## src/design/b92_pkg.sv

```systemverilog
// Shared constants, types and helper functions of the base-92 chunk decoder.
`default_nettype none

package b92_pkg;

	localparam int CODE_W    = 8;
	localparam int LEN_W     = 13;
	localparam int DIGIT_W   = 7;
	localparam int ACC_W     = 32;
	localparam int BYTE_W    = 8;
	localparam int POS_W     = 3;
	localparam int CNT_W     = 3;
	localparam int GROUP_BYTES = 4;
	localparam int RADIX     = 92;
	localparam int MAX_ENCODED_LEN = 8191;

	// Longest message taken; a longer length field is clipped to it.
	localparam logic [LEN_W-1:0] LEN_CAP = (MAX_ENCODED_LEN >= (2**LEN_W - 1)) ?
		{LEN_W{1'b1}} : LEN_W'(MAX_ENCODED_LEN);

	localparam logic [POS_W-1:0] POS_FIRST = 3'd0;
	localparam logic [POS_W-1:0] POS_PAIR  = 3'd1;
	localparam logic [POS_W-1:0] POS_LAST  = 3'd4;

	localparam logic [CNT_W-1:0] CNT_NONE  = 3'd0;
	localparam logic [CNT_W-1:0] CNT_ONE   = 3'd1;
	localparam logic [CNT_W-1:0] CNT_GROUP = 3'd4;

	// Result of one character handed from the group unit to the byte drain.
	typedef struct packed {
		logic [CNT_W-1:0]                   n;
		logic                               last;
		logic [GROUP_BYTES-1:0][BYTE_W-1:0] bytes;
	} grp_res_t;

	// Map an encoded character onto its digit; unknown codes give zero.
	function automatic logic [DIGIT_W-1:0] digit_of(input logic [CODE_W-1:0] c);
		logic [DIGIT_W-1:0] d;
		case (c) inside
			[8'h61:8'h7A]: d = DIGIT_W'(c - 8'h61);          // a..z
			[8'h41:8'h5A]: d = DIGIT_W'(c - 8'h41 + 8'd26);  // A..Z
			[8'h30:8'h39]: d = DIGIT_W'(c - 8'h30 + 8'd52);  // 0..9
			8'h21: d = 7'd62;  // !
			8'h24: d = 7'd63;  // $
			8'h25: d = 7'd64;  // %
			8'h5E: d = 7'd65;  // ^
			8'h26: d = 7'd66;  // &
			8'h2A: d = 7'd67;  // *
			8'h2D: d = 7'd68;  // -
			8'h5F: d = 7'd69;  // _
			8'h3D: d = 7'd70;  // =
			8'h2B: d = 7'd71;  // +
			8'h28: d = 7'd72;  // (
			8'h29: d = 7'd73;  // )
			8'h5B: d = 7'd74;  // [
			8'h5D: d = 7'd75;  // ]
			8'h7B: d = 7'd76;  // {
			8'h7D: d = 7'd77;  // }
			8'h3C: d = 7'd78;  // <
			8'h3E: d = 7'd79;  // >
			8'h27: d = 7'd80;  // '
			8'h40: d = 7'd81;  // @
			8'h23: d = 7'd82;  // #
			8'h7E: d = 7'd83;  // ~
			8'h3B: d = 7'd84;  // ;
			8'h3A: d = 7'd85;  // :
			8'h2F: d = 7'd86;  // /
			8'h3F: d = 7'd87;  // ?
			8'h2C: d = 7'd88;  // ,
			8'h2E: d = 7'd89;  // .
			8'h7C: d = 7'd90;  // |
			8'h5C: d = 7'd91;  // backslash
			default: d = '0;
		endcase
		return d;
	endfunction

	// Place value of a digit within its group: 92 to the power of pos.
	function automatic logic [ACC_W-1:0] weight_of(input logic [POS_W-1:0] pos);
		logic [ACC_W-1:0] w;
		case (pos)
			3'd0:    w = 32'd1;
			3'd1:    w = 32'd92;
			3'd2:    w = 32'd8464;
			3'd3:    w = 32'd778688;
			default: w = 32'd71639296;
		endcase
		return w;
	endfunction

endpackage

`default_nettype wire

```

## src/design/b92_in_if.sv

```systemverilog
// Input channel: one encoded character per beat.
`default_nettype none

interface b92_in_if import b92_pkg::*; ();
	logic              valid;
	logic              ready;
	logic [CODE_W-1:0] code;
	logic              first;
	logic [LEN_W-1:0]  total_len;

	modport source(output valid, code, first, total_len, input ready);
	modport sink(input valid, code, first, total_len, output ready);
endinterface

`default_nettype wire

```

## src/design/b92_out_if.sv

```systemverilog
// Output channel: one decoded byte per beat.
`default_nettype none

interface b92_out_if import b92_pkg::*; ();
	logic              valid;
	logic              ready;
	logic [BYTE_W-1:0] data_byte;
	logic              last;

	modport source(output valid, data_byte, last, input ready);
	modport sink(input valid, data_byte, last, output ready);
endinterface

`default_nettype wire

```

## src/design/base92_chunk_decoder_core.sv

```systemverilog
// Top level of the base-92 chunk decoder.
//
// in_ch carries one encoded character per beat; first marks the opening
// character of a message and total_len, read with it, gives the number of
// characters. out_ch carries decoded bytes, least significant byte of a
// group first, with last set on the final byte of the message.
// A beat is taken into an input register; from there the group unit folds
// its digit into the running group value (one 7x32 multiply and add) and,
// when a group or a pair closes, loads the byte buffer that drives out_ch.
// Throughput is one character per cycle while in_ch.ready stays high. A
// five-character group yields four bytes that drain at one per cycle while
// out_ch.ready is high, in step with the next group. A single byte (second
// of a pair, or a lone final character) that completes while a group still
// drains holds the input register, so in_ch.ready drops until the buffer
// can take it. When the receiver stalls, the buffer holds its byte and the
// input register fills, then ready drops.
// Reset clears the message state and empties the input register and byte buffer;
// a character that is not first while no message is open is dropped.
`default_nettype none

module base92_chunk_decoder_core import b92_pkg::*; (
	input  wire logic clk,
	input  wire logic arst_n,
	b92_in_if.sink    in_ch,
	b92_out_if.source out_ch
);

	logic              valid_s1;
	logic [CODE_W-1:0] code_s1;
	logic              first_s1;
	logic [LEN_W-1:0]  total_len_s1;
	logic              take, commit, can_load;
	grp_res_t          res;

	// Commit the held character once its bytes, if any, fit the buffer.
	assign commit      = valid_s1 && ((res.n == CNT_NONE) || can_load);
	assign in_ch.ready = !valid_s1 || commit;
	assign take        = in_ch.valid && in_ch.ready;

	always_ff @(posedge clk or negedge arst_n) begin
		if (!arst_n) begin
			valid_s1 <= 1'b0;
		end else if (take) begin
			valid_s1 <= 1'b1;
		end else if (commit) begin
			valid_s1 <= 1'b0;
		end
	end

	always_ff @(posedge clk) begin
		if (take) begin
			code_s1      <= in_ch.code;
			first_s1     <= in_ch.first;
			total_len_s1 <= in_ch.total_len;
		end
	end

	b92_group_unit u_group (
		.clk       (clk),
		.arst_n    (arst_n),
		.commit    (commit),
		.code      (code_s1),
		.first     (first_s1),
		.total_len (total_len_s1),
		.res       (res)
	);

	b92_byte_drain u_drain (
		.clk       (clk),
		.arst_n    (arst_n),
		.load      (commit && (res.n != CNT_NONE)),
		.res       (res),
		.out_ready (out_ch.ready),
		.can_load  (can_load),
		.out_valid (out_ch.valid),
		.data_byte (out_ch.data_byte),
		.last      (out_ch.last)
	);

endmodule

`default_nettype wire

```

## src/design/b92_group_unit.sv

```systemverilog
// Group state and single-pass digit accumulation for one character.
`default_nettype none

module b92_group_unit import b92_pkg::*; (
	input  wire logic              clk,
	input  wire logic              arst_n,
	input  wire logic              commit,
	input  wire logic [CODE_W-1:0] code,
	input  wire logic              first,
	input  wire logic [LEN_W-1:0]  total_len,
	output grp_res_t               res
);

	logic [LEN_W-1:0] chars_left_q, cl_eff, cl_dec, cl_d, len_clip;
	logic [POS_W-1:0] group_pos_q, gp_eff, gp_d, pos_w;
	logic             wide_q, wide_eff, wide_now, wide_d;
	logic [ACC_W-1:0] accum_q, acc_eff, acc_base, acc_d, prod, sum;
	logic [DIGIT_W-1:0] d;
	logic             start;

	always_comb begin
		len_clip = (total_len > LEN_CAP) ? LEN_CAP : total_len;
		cl_eff   = first ? len_clip : chars_left_q;
		gp_eff   = first ? POS_FIRST : group_pos_q;
		wide_eff = first ? 1'b0 : wide_q;
		acc_eff  = first ? '0 : accum_q;
		start    = (gp_eff == POS_FIRST);
		wide_now = start ? ((cl_eff > LEN_W'(6)) || (cl_eff == LEN_W'(5))) : wide_eff;
		acc_base = start ? '0 : acc_eff;
		d        = digit_of(code);
		if (wide_now) begin
			pos_w = (gp_eff > POS_LAST) ? POS_LAST : gp_eff;
		end else begin
			pos_w = start ? POS_FIRST : POS_PAIR;
		end
		prod   = {{(ACC_W-DIGIT_W){1'b0}}, d} * weight_of(pos_w);
		sum    = acc_base + prod;
		cl_dec = cl_eff - LEN_W'(1);

		cl_d      = cl_eff;
		gp_d      = gp_eff;
		wide_d    = wide_eff;
		acc_d     = acc_eff;
		res.n     = CNT_NONE;
		res.last  = 1'b0;
		res.bytes = sum;

		if (cl_eff != '0) begin
			cl_d   = cl_dec;
			wide_d = wide_now;
			if (wide_now) begin
				if (gp_eff >= POS_LAST) begin
					res.n    = CNT_GROUP;
					res.last = (cl_dec == '0);
					gp_d     = POS_FIRST;
					acc_d    = '0;
				end else begin
					gp_d  = gp_eff + POS_W'(1);
					acc_d = sum;
				end
			end else if (start && cl_dec != '0) begin
				gp_d  = POS_PAIR;
				acc_d = sum;
			end else begin
				// second digit of a pair, or a lone final character
				res.n    = CNT_ONE;
				res.last = (cl_dec == '0);
				gp_d     = POS_FIRST;
				acc_d    = '0;
			end
		end
	end

	always_ff @(posedge clk or negedge arst_n) begin
		if (!arst_n) begin
			chars_left_q <= '0;
			group_pos_q  <= POS_FIRST;
			wide_q       <= 1'b0;
			accum_q      <= '0;
		end else if (commit) begin
			chars_left_q <= cl_d;
			group_pos_q  <= gp_d;
			wide_q       <= wide_d;
			accum_q      <= acc_d;
		end
	end

endmodule

`default_nettype wire

```

## src/design/b92_byte_drain.sv

```systemverilog
// Output buffer that holds one result and hands its bytes out one per beat.
`default_nettype none

module b92_byte_drain import b92_pkg::*; (
	input  wire logic              clk,
	input  wire logic              arst_n,
	input  wire logic              load,
	input  wire grp_res_t          res,
	input  wire logic              out_ready,
	output logic                   can_load,
	output logic                   out_valid,
	output logic [BYTE_W-1:0]      data_byte,
	output logic                   last
);

	logic [CNT_W-1:0]                   cnt_q;
	logic [GROUP_BYTES-1:0][BYTE_W-1:0] bytes_q;
	logic                               last_q;
	logic                               pop;

	assign out_valid = (cnt_q != CNT_NONE);
	assign pop       = out_valid && out_ready;
	assign can_load  = (cnt_q == CNT_NONE) || ((cnt_q == CNT_ONE) && out_ready);
	assign data_byte = bytes_q[0];
	assign last      = last_q && (cnt_q == CNT_ONE);

	always_ff @(posedge clk or negedge arst_n) begin
		if (!arst_n) begin
			cnt_q <= CNT_NONE;
		end else if (load) begin
			cnt_q <= res.n;
		end else if (pop) begin
			cnt_q <= cnt_q - CNT_W'(1);
		end
	end

	always_ff @(posedge clk) begin
		if (load) begin
			bytes_q <= res.bytes;
			last_q  <= res.last;
		end else if (pop) begin
			// advance the next byte to the head
			for (int i = 0; i < GROUP_BYTES - 1; i++) begin
				bytes_q[i] <= bytes_q[i+1];
			end
		end
	end

endmodule

`default_nettype wire

```

## src/flat_wrapper.sv

```systemverilog
// flat-port wrapper written by rule: the top's interface ports become plain ports
module base92_chunk_decoder_core_flat import b92_pkg::*;
  (clk, arst_n, in_ch_valid, in_ch_code, in_ch_first, in_ch_total_len, in_ch_ready, out_ch_valid, out_ch_data_byte, out_ch_last, out_ch_ready);
  b92_in_if in_ch_i ();
  b92_out_if out_ch_i ();
  input  wire logic clk;
  input  wire logic arst_n;
  input wire logic [$bits(in_ch_i.valid)-1:0] in_ch_valid;
  input wire logic [$bits(in_ch_i.code)-1:0] in_ch_code;
  input wire logic [$bits(in_ch_i.first)-1:0] in_ch_first;
  input wire logic [$bits(in_ch_i.total_len)-1:0] in_ch_total_len;
  output wire logic [$bits(in_ch_i.ready)-1:0] in_ch_ready;
  output wire logic [$bits(out_ch_i.valid)-1:0] out_ch_valid;
  output wire logic [$bits(out_ch_i.data_byte)-1:0] out_ch_data_byte;
  output wire logic [$bits(out_ch_i.last)-1:0] out_ch_last;
  input wire logic [$bits(out_ch_i.ready)-1:0] out_ch_ready;
  assign in_ch_i.valid = in_ch_valid;
  assign in_ch_i.code = in_ch_code;
  assign in_ch_i.first = in_ch_first;
  assign in_ch_i.total_len = in_ch_total_len;
  assign in_ch_ready = in_ch_i.ready;
  assign out_ch_valid = out_ch_i.valid;
  assign out_ch_data_byte = out_ch_i.data_byte;
  assign out_ch_last = out_ch_i.last;
  assign out_ch_i.ready = out_ch_ready;
  base92_chunk_decoder_core u_core (.clk(clk), .arst_n(arst_n), .in_ch(in_ch_i), .out_ch(out_ch_i));
endmodule
```

## config.mk

```make
export PLATFORM = sky130hd
export DESIGN_NAME = base92_chunk_decoder_core_flat
export DESIGN_NICKNAME = d
export VERILOG_FILES = /design/src/design/b92_pkg.sv /design/src/design/b92_in_if.sv /design/src/design/b92_out_if.sv /design/src/design/base92_chunk_decoder_core.sv /design/src/design/b92_group_unit.sv /design/src/design/b92_byte_drain.sv /design/src/flat_wrapper.sv
export SDC_FILE = /design/constraint.sdc
export NUM_CORES = 1
export LEC_CHECK = 0
export BUFFER_PORTS_ARGS = -buffer_cell sky130_fd_sc_hd__buf_2
export CORE_MARGIN = 3
export CORE_UTILIZATION = 62
export DETAILED_ROUTE_END_ITERATION = 12
export GPL_ROUTABILITY_DRIVEN = 0
export PLACE_DENSITY = 0.86
export REMOVE_ABC_BUFFERS = 1
export SYNTH_ARGS = -nofsm -noshare
export SYNTH_HDL_FRONTEND = slang
export SYNTH_HIERARCHICAL = 1
export SYNTH_SLANG_ARGS = --single-unit
```

## constraint.sdc

```tcl
create_clock -name clk -period 14 [get_ports clk]
set_clock_uncertainty 0.2 [all_clocks]
set_input_delay 1.4 -clock clk [delete_from_list [all_inputs] [get_ports clk]]
set_output_delay 1.4 -clock clk [all_outputs]
set_load 0.02 [all_outputs]
```

==> results.cfg <==
[timing]
rsz0062_at_grt = false
whs_ns = 0.287
final.min_clock_period_ns = 8.90
slew_violations = 0
max_freq_mhz = 112
final_hold_viol_count = 0
relSlewSlack_pct = 17.9
finalCritPeriodShare_pct = 63.6
setup_viol = 0
fin_setup_tns_ns = 0
tightest_slew_ns = 1.22

[placed_design]
hpwl_mm = 20.0
place_inst = 1419
io_buffers = 36

[detailed_routing]
drt_iter0_markers = 997
routed_via_density = 6.39
wl_per_cell_um = 19.1
antenna_left = 0
routed_wl_mm = 27.5
dr.pass1.iters = 6
drc = 0
via_count = 9166

[worst_setup_path]
cpMostUsedCell = inv_1
path_depth = 26
r2r_slack_ns = 5.10
start_kind = register
reg2reg_depth = 26
crit_path_end_kind = register
max_stage_delay_ns = 0.72
path_max_fanout = 37
critical_path_buf_inv_count = 7
arrival_ns = 9.00
r2r_start = u_core/first_s1
worst_r2r_endpoint = u_core/u_group/accum_q[30]
critical_path_class = register to register
crit_path_end = u_core/u_group/accum_q[30]
cp-startpoint = u_core/first_s1
critPathRequiredTime_ns = 14.11
cp_slowest_cell = nor2_1
cp_top_family = adder cells

[worst_hold_path]
min_from = u_core/u_group/group_pos_q[1]
hp-class = register to register

[grt]
grt_start_max_net_pins = 54
grt_usage_pct = 28.5
grt_pass1_wl_mm = 45.4
gr-total-overflow = 0
antenna_found_initial = 0
grt_pass1_vias = 9168

[clock_tree]
hold_buffers = 0
root_buffer = clkbuf_16
clock_latency_ns = 0.37
cts_max_level = 3
cts.sinks = 108
postCtsSetupBuffers = 0
cts_tree = yes
clk_path_buf_depth = 2
cts.clk_slew.worst_paths_ns = 0.08
cts_buffers = 9
ctsResizeCount = 0

[synthesis]
synthCells = 1205
netlist_area_um2 = 11300
yosysWarnings = 6
ys_ff_latch = 108
async_flop_share_pct = 49.1
postSynthAreaPerCell_um2 = 9.38
ys.flop_type = edfxtp_1
yosysUniqueCellTypes = 89
synth-seq-area-share_pct = 26.3
synth_edf_count = 55

[cells_and_area]
antenna_cells = 0
drive_above_1_share_pct = 11.3
fin_nets = 1413
area_growth_pct = 4.97
finalNonFillerCells = 1435
fill_cells = 1337

[floorplan]
ios = 37
core_area_um2 = 17600
start_util_pct = 64.2
die_y_um = 141
die_area_um2 = 19900
die_w_um = 141
rows = 48

[pwr]
pwr-share-comb_pct = 56.4
p_sw_share_pct = 45.8
powerDensity_nw_per_um2 = 154
power_frac_seq_pct = 29.1
p_clk_share_pct = 14.5
p_int_w = 0.000992
power_switching_w = 0.000836
total_power_w = 0.00183
power.leakage_nw = 5.62
ir_drop_mv = 0.166

[flow_run]
cap_violations = 0

[status]
status = complete, no violations
## synthesized netlist by cell type (all sizes together), types with 5 or more instances
master	n	area (um^2)
inv	174	653
ha	102	1280
nor2	99	372
fa	80	1600
nand2	76	285
edfxtp	55	1650
dfrtp	53	1330
o21ai	45	229
a22o	41	359
clkbuf	39	146
a21oi	38	194
and2	36	225
mux2	30	420
xnor2	27	236
or2	24	150
buf	20	164
nor3	18	90.1
nand3	15	75.1
xor2	13	114
a211oi	11	82.6
a21o	11	83.8
a31oi	10	62.6
nor2b	10	62.6
o22ai	10	62.6
a32oi	9	78.8
mux2i	9	90.1
a22oi	8	60.1
nand2b	8	57.6
nand4	8	50.1
a21boi	7	52.6
and3	7	43.8
o31ai	7	52.6
or4	7	56.3
a211o	6	52.6
o211ai	6	45.0
o21a	6	45.0
or3	6	42.5
nor3b	5	37.5
## worst min-delay path by stage
stage	slack, ns	cells past startpoint	to
floorplan	0.24	2	u_core/u_group/group_pos_q[1]
global placement	0.26	2	u_core/u_group/group_pos_q[1]
detailed placement	0.26	2	u_core/u_group/group_pos_q[1]
CTS	0.28	2	u_core/u_group/group_pos_q[1]
global route	0.32	1	u_core/u_group/accum_q[14]
finish	0.29	2	u_core/u_group/group_pos_q[1]
## worst reg2reg max path: stages (launching register included)
cell      delay (ns)
edfxtp_1        0.33
buf_4           0.35
mux2i_1         0.45
inv_1           0.14
ha_1            0.21
inv_1           0.05
a21oi_1         0.07
o2111a_1        0.30
a221oi_1        0.63
nand4_1         0.64
nor2_1          0.73
inv_1           0.15
fa_1            0.53
inv_1           0.05
fa_1            0.53
fa_1            0.56
inv_1           0.06
fa_1            0.55
inv_1           0.05
ha_1            0.37
nand4_1         0.17
nor2b_1         0.06
a211oi_1        0.44
nor3b_1         0.33
a21oi_1         0.18
o311ai_0        0.49
a22o_1          0.22
## cells in the final DEF, fill, tap and decap left out, types with 15 or more instances in the layout
cell        n
inv_1     173
ha_1      102
nor2_1     99
fa_1       80
nand2_1    76
edfxtp_1   55
dfrtp_1    53
o21ai_0    42
a22o_1     41
buf_2      36
a21oi_1    36
and2_1     36
xnor2_1    27
or2_2      23
mux2_4     22
nor3_1     18
nand3_1    15
## through the flow
step                area, um^2  setup slack [ns]  utilization (%)
finish                   11900              5.10             67.4
floorplan                11000              6.30                -
detailed placement       11600              5.28             65.7
global route             11900              4.44             67.4
CTS                      11900              5.24             67.4
global placement         11600              5.69             65.7
## power by group through the flow
| stage | registers, W | clock network [W] | logic [W] |
|---|---|---|---|
| after detailed placement | 0.000535 | 0 | 0.00101 |
| after floorplan | 0.000529 | 0 | 0.000736 |
| final | 0.000533 | 0.000265 | 0.00103 |
| after CTS | 0.000530 | 0.000269 | 0.00102 |
| after global routing | 0.000543 | 0.000281 | 0.00115 |
| after global placement | 0.000531 | 0 | 0.000964 |
## cells by family (layout without fill, tap and decap cells)
logic type               after synthesis  in the layout  share of synthesized area, %
AND/OR/NAND/NOR                      345            345                          15.7
AO/OA/AOI/OAI                        257            257                          16.3
buffers and inverters                233            238                          8.52
adder cells (fa/ha/maj)              182            182                          25.5
flip-flops                           108            108                          26.3
XOR/XNOR                              40             40                          3.10
multiplexers                          39             39                          4.52
other                                  1              1                        0.0332
## area by class of cell
class,instances,area [um^2],area share [%]
sequential,108,2980,25.1
timing repair buffer,48,270,2.28
tap,225,282,2.37
clock inverter,7,78.8,0.664
inverter,174,653,5.50
multi-input combinational,864,7380,62.2
clock buffer,9,225,1.90
## metal layers
metal | global-route usage, % | share of wire, % | up-vias
met3 | 3.77 | 8.6 | 71
met5 | 0 | 0 | -
met2 | 48.2 | 49 | 536
met1 | 37.2 | 39 | 4394
met4 | 11.2 | 3.0 | 0
li1 | - | - | 4165
## registers in the layout (all words and copies together) (netlist names), 3 cells and up
signal / cells
u_core/code_s1: 8
u_core/total_len_s1: 13
u_core/u_drain/bytes_q: 24
u_core/u_drain/cnt_q: 3
u_core/u_drain/data_byte: 8
u_core/u_group/accum_q: 32
u_core/u_group/chars_left_q: 13
u_core/u_group/group_pos_q: 3
Power figures use the tool's default switching activity.
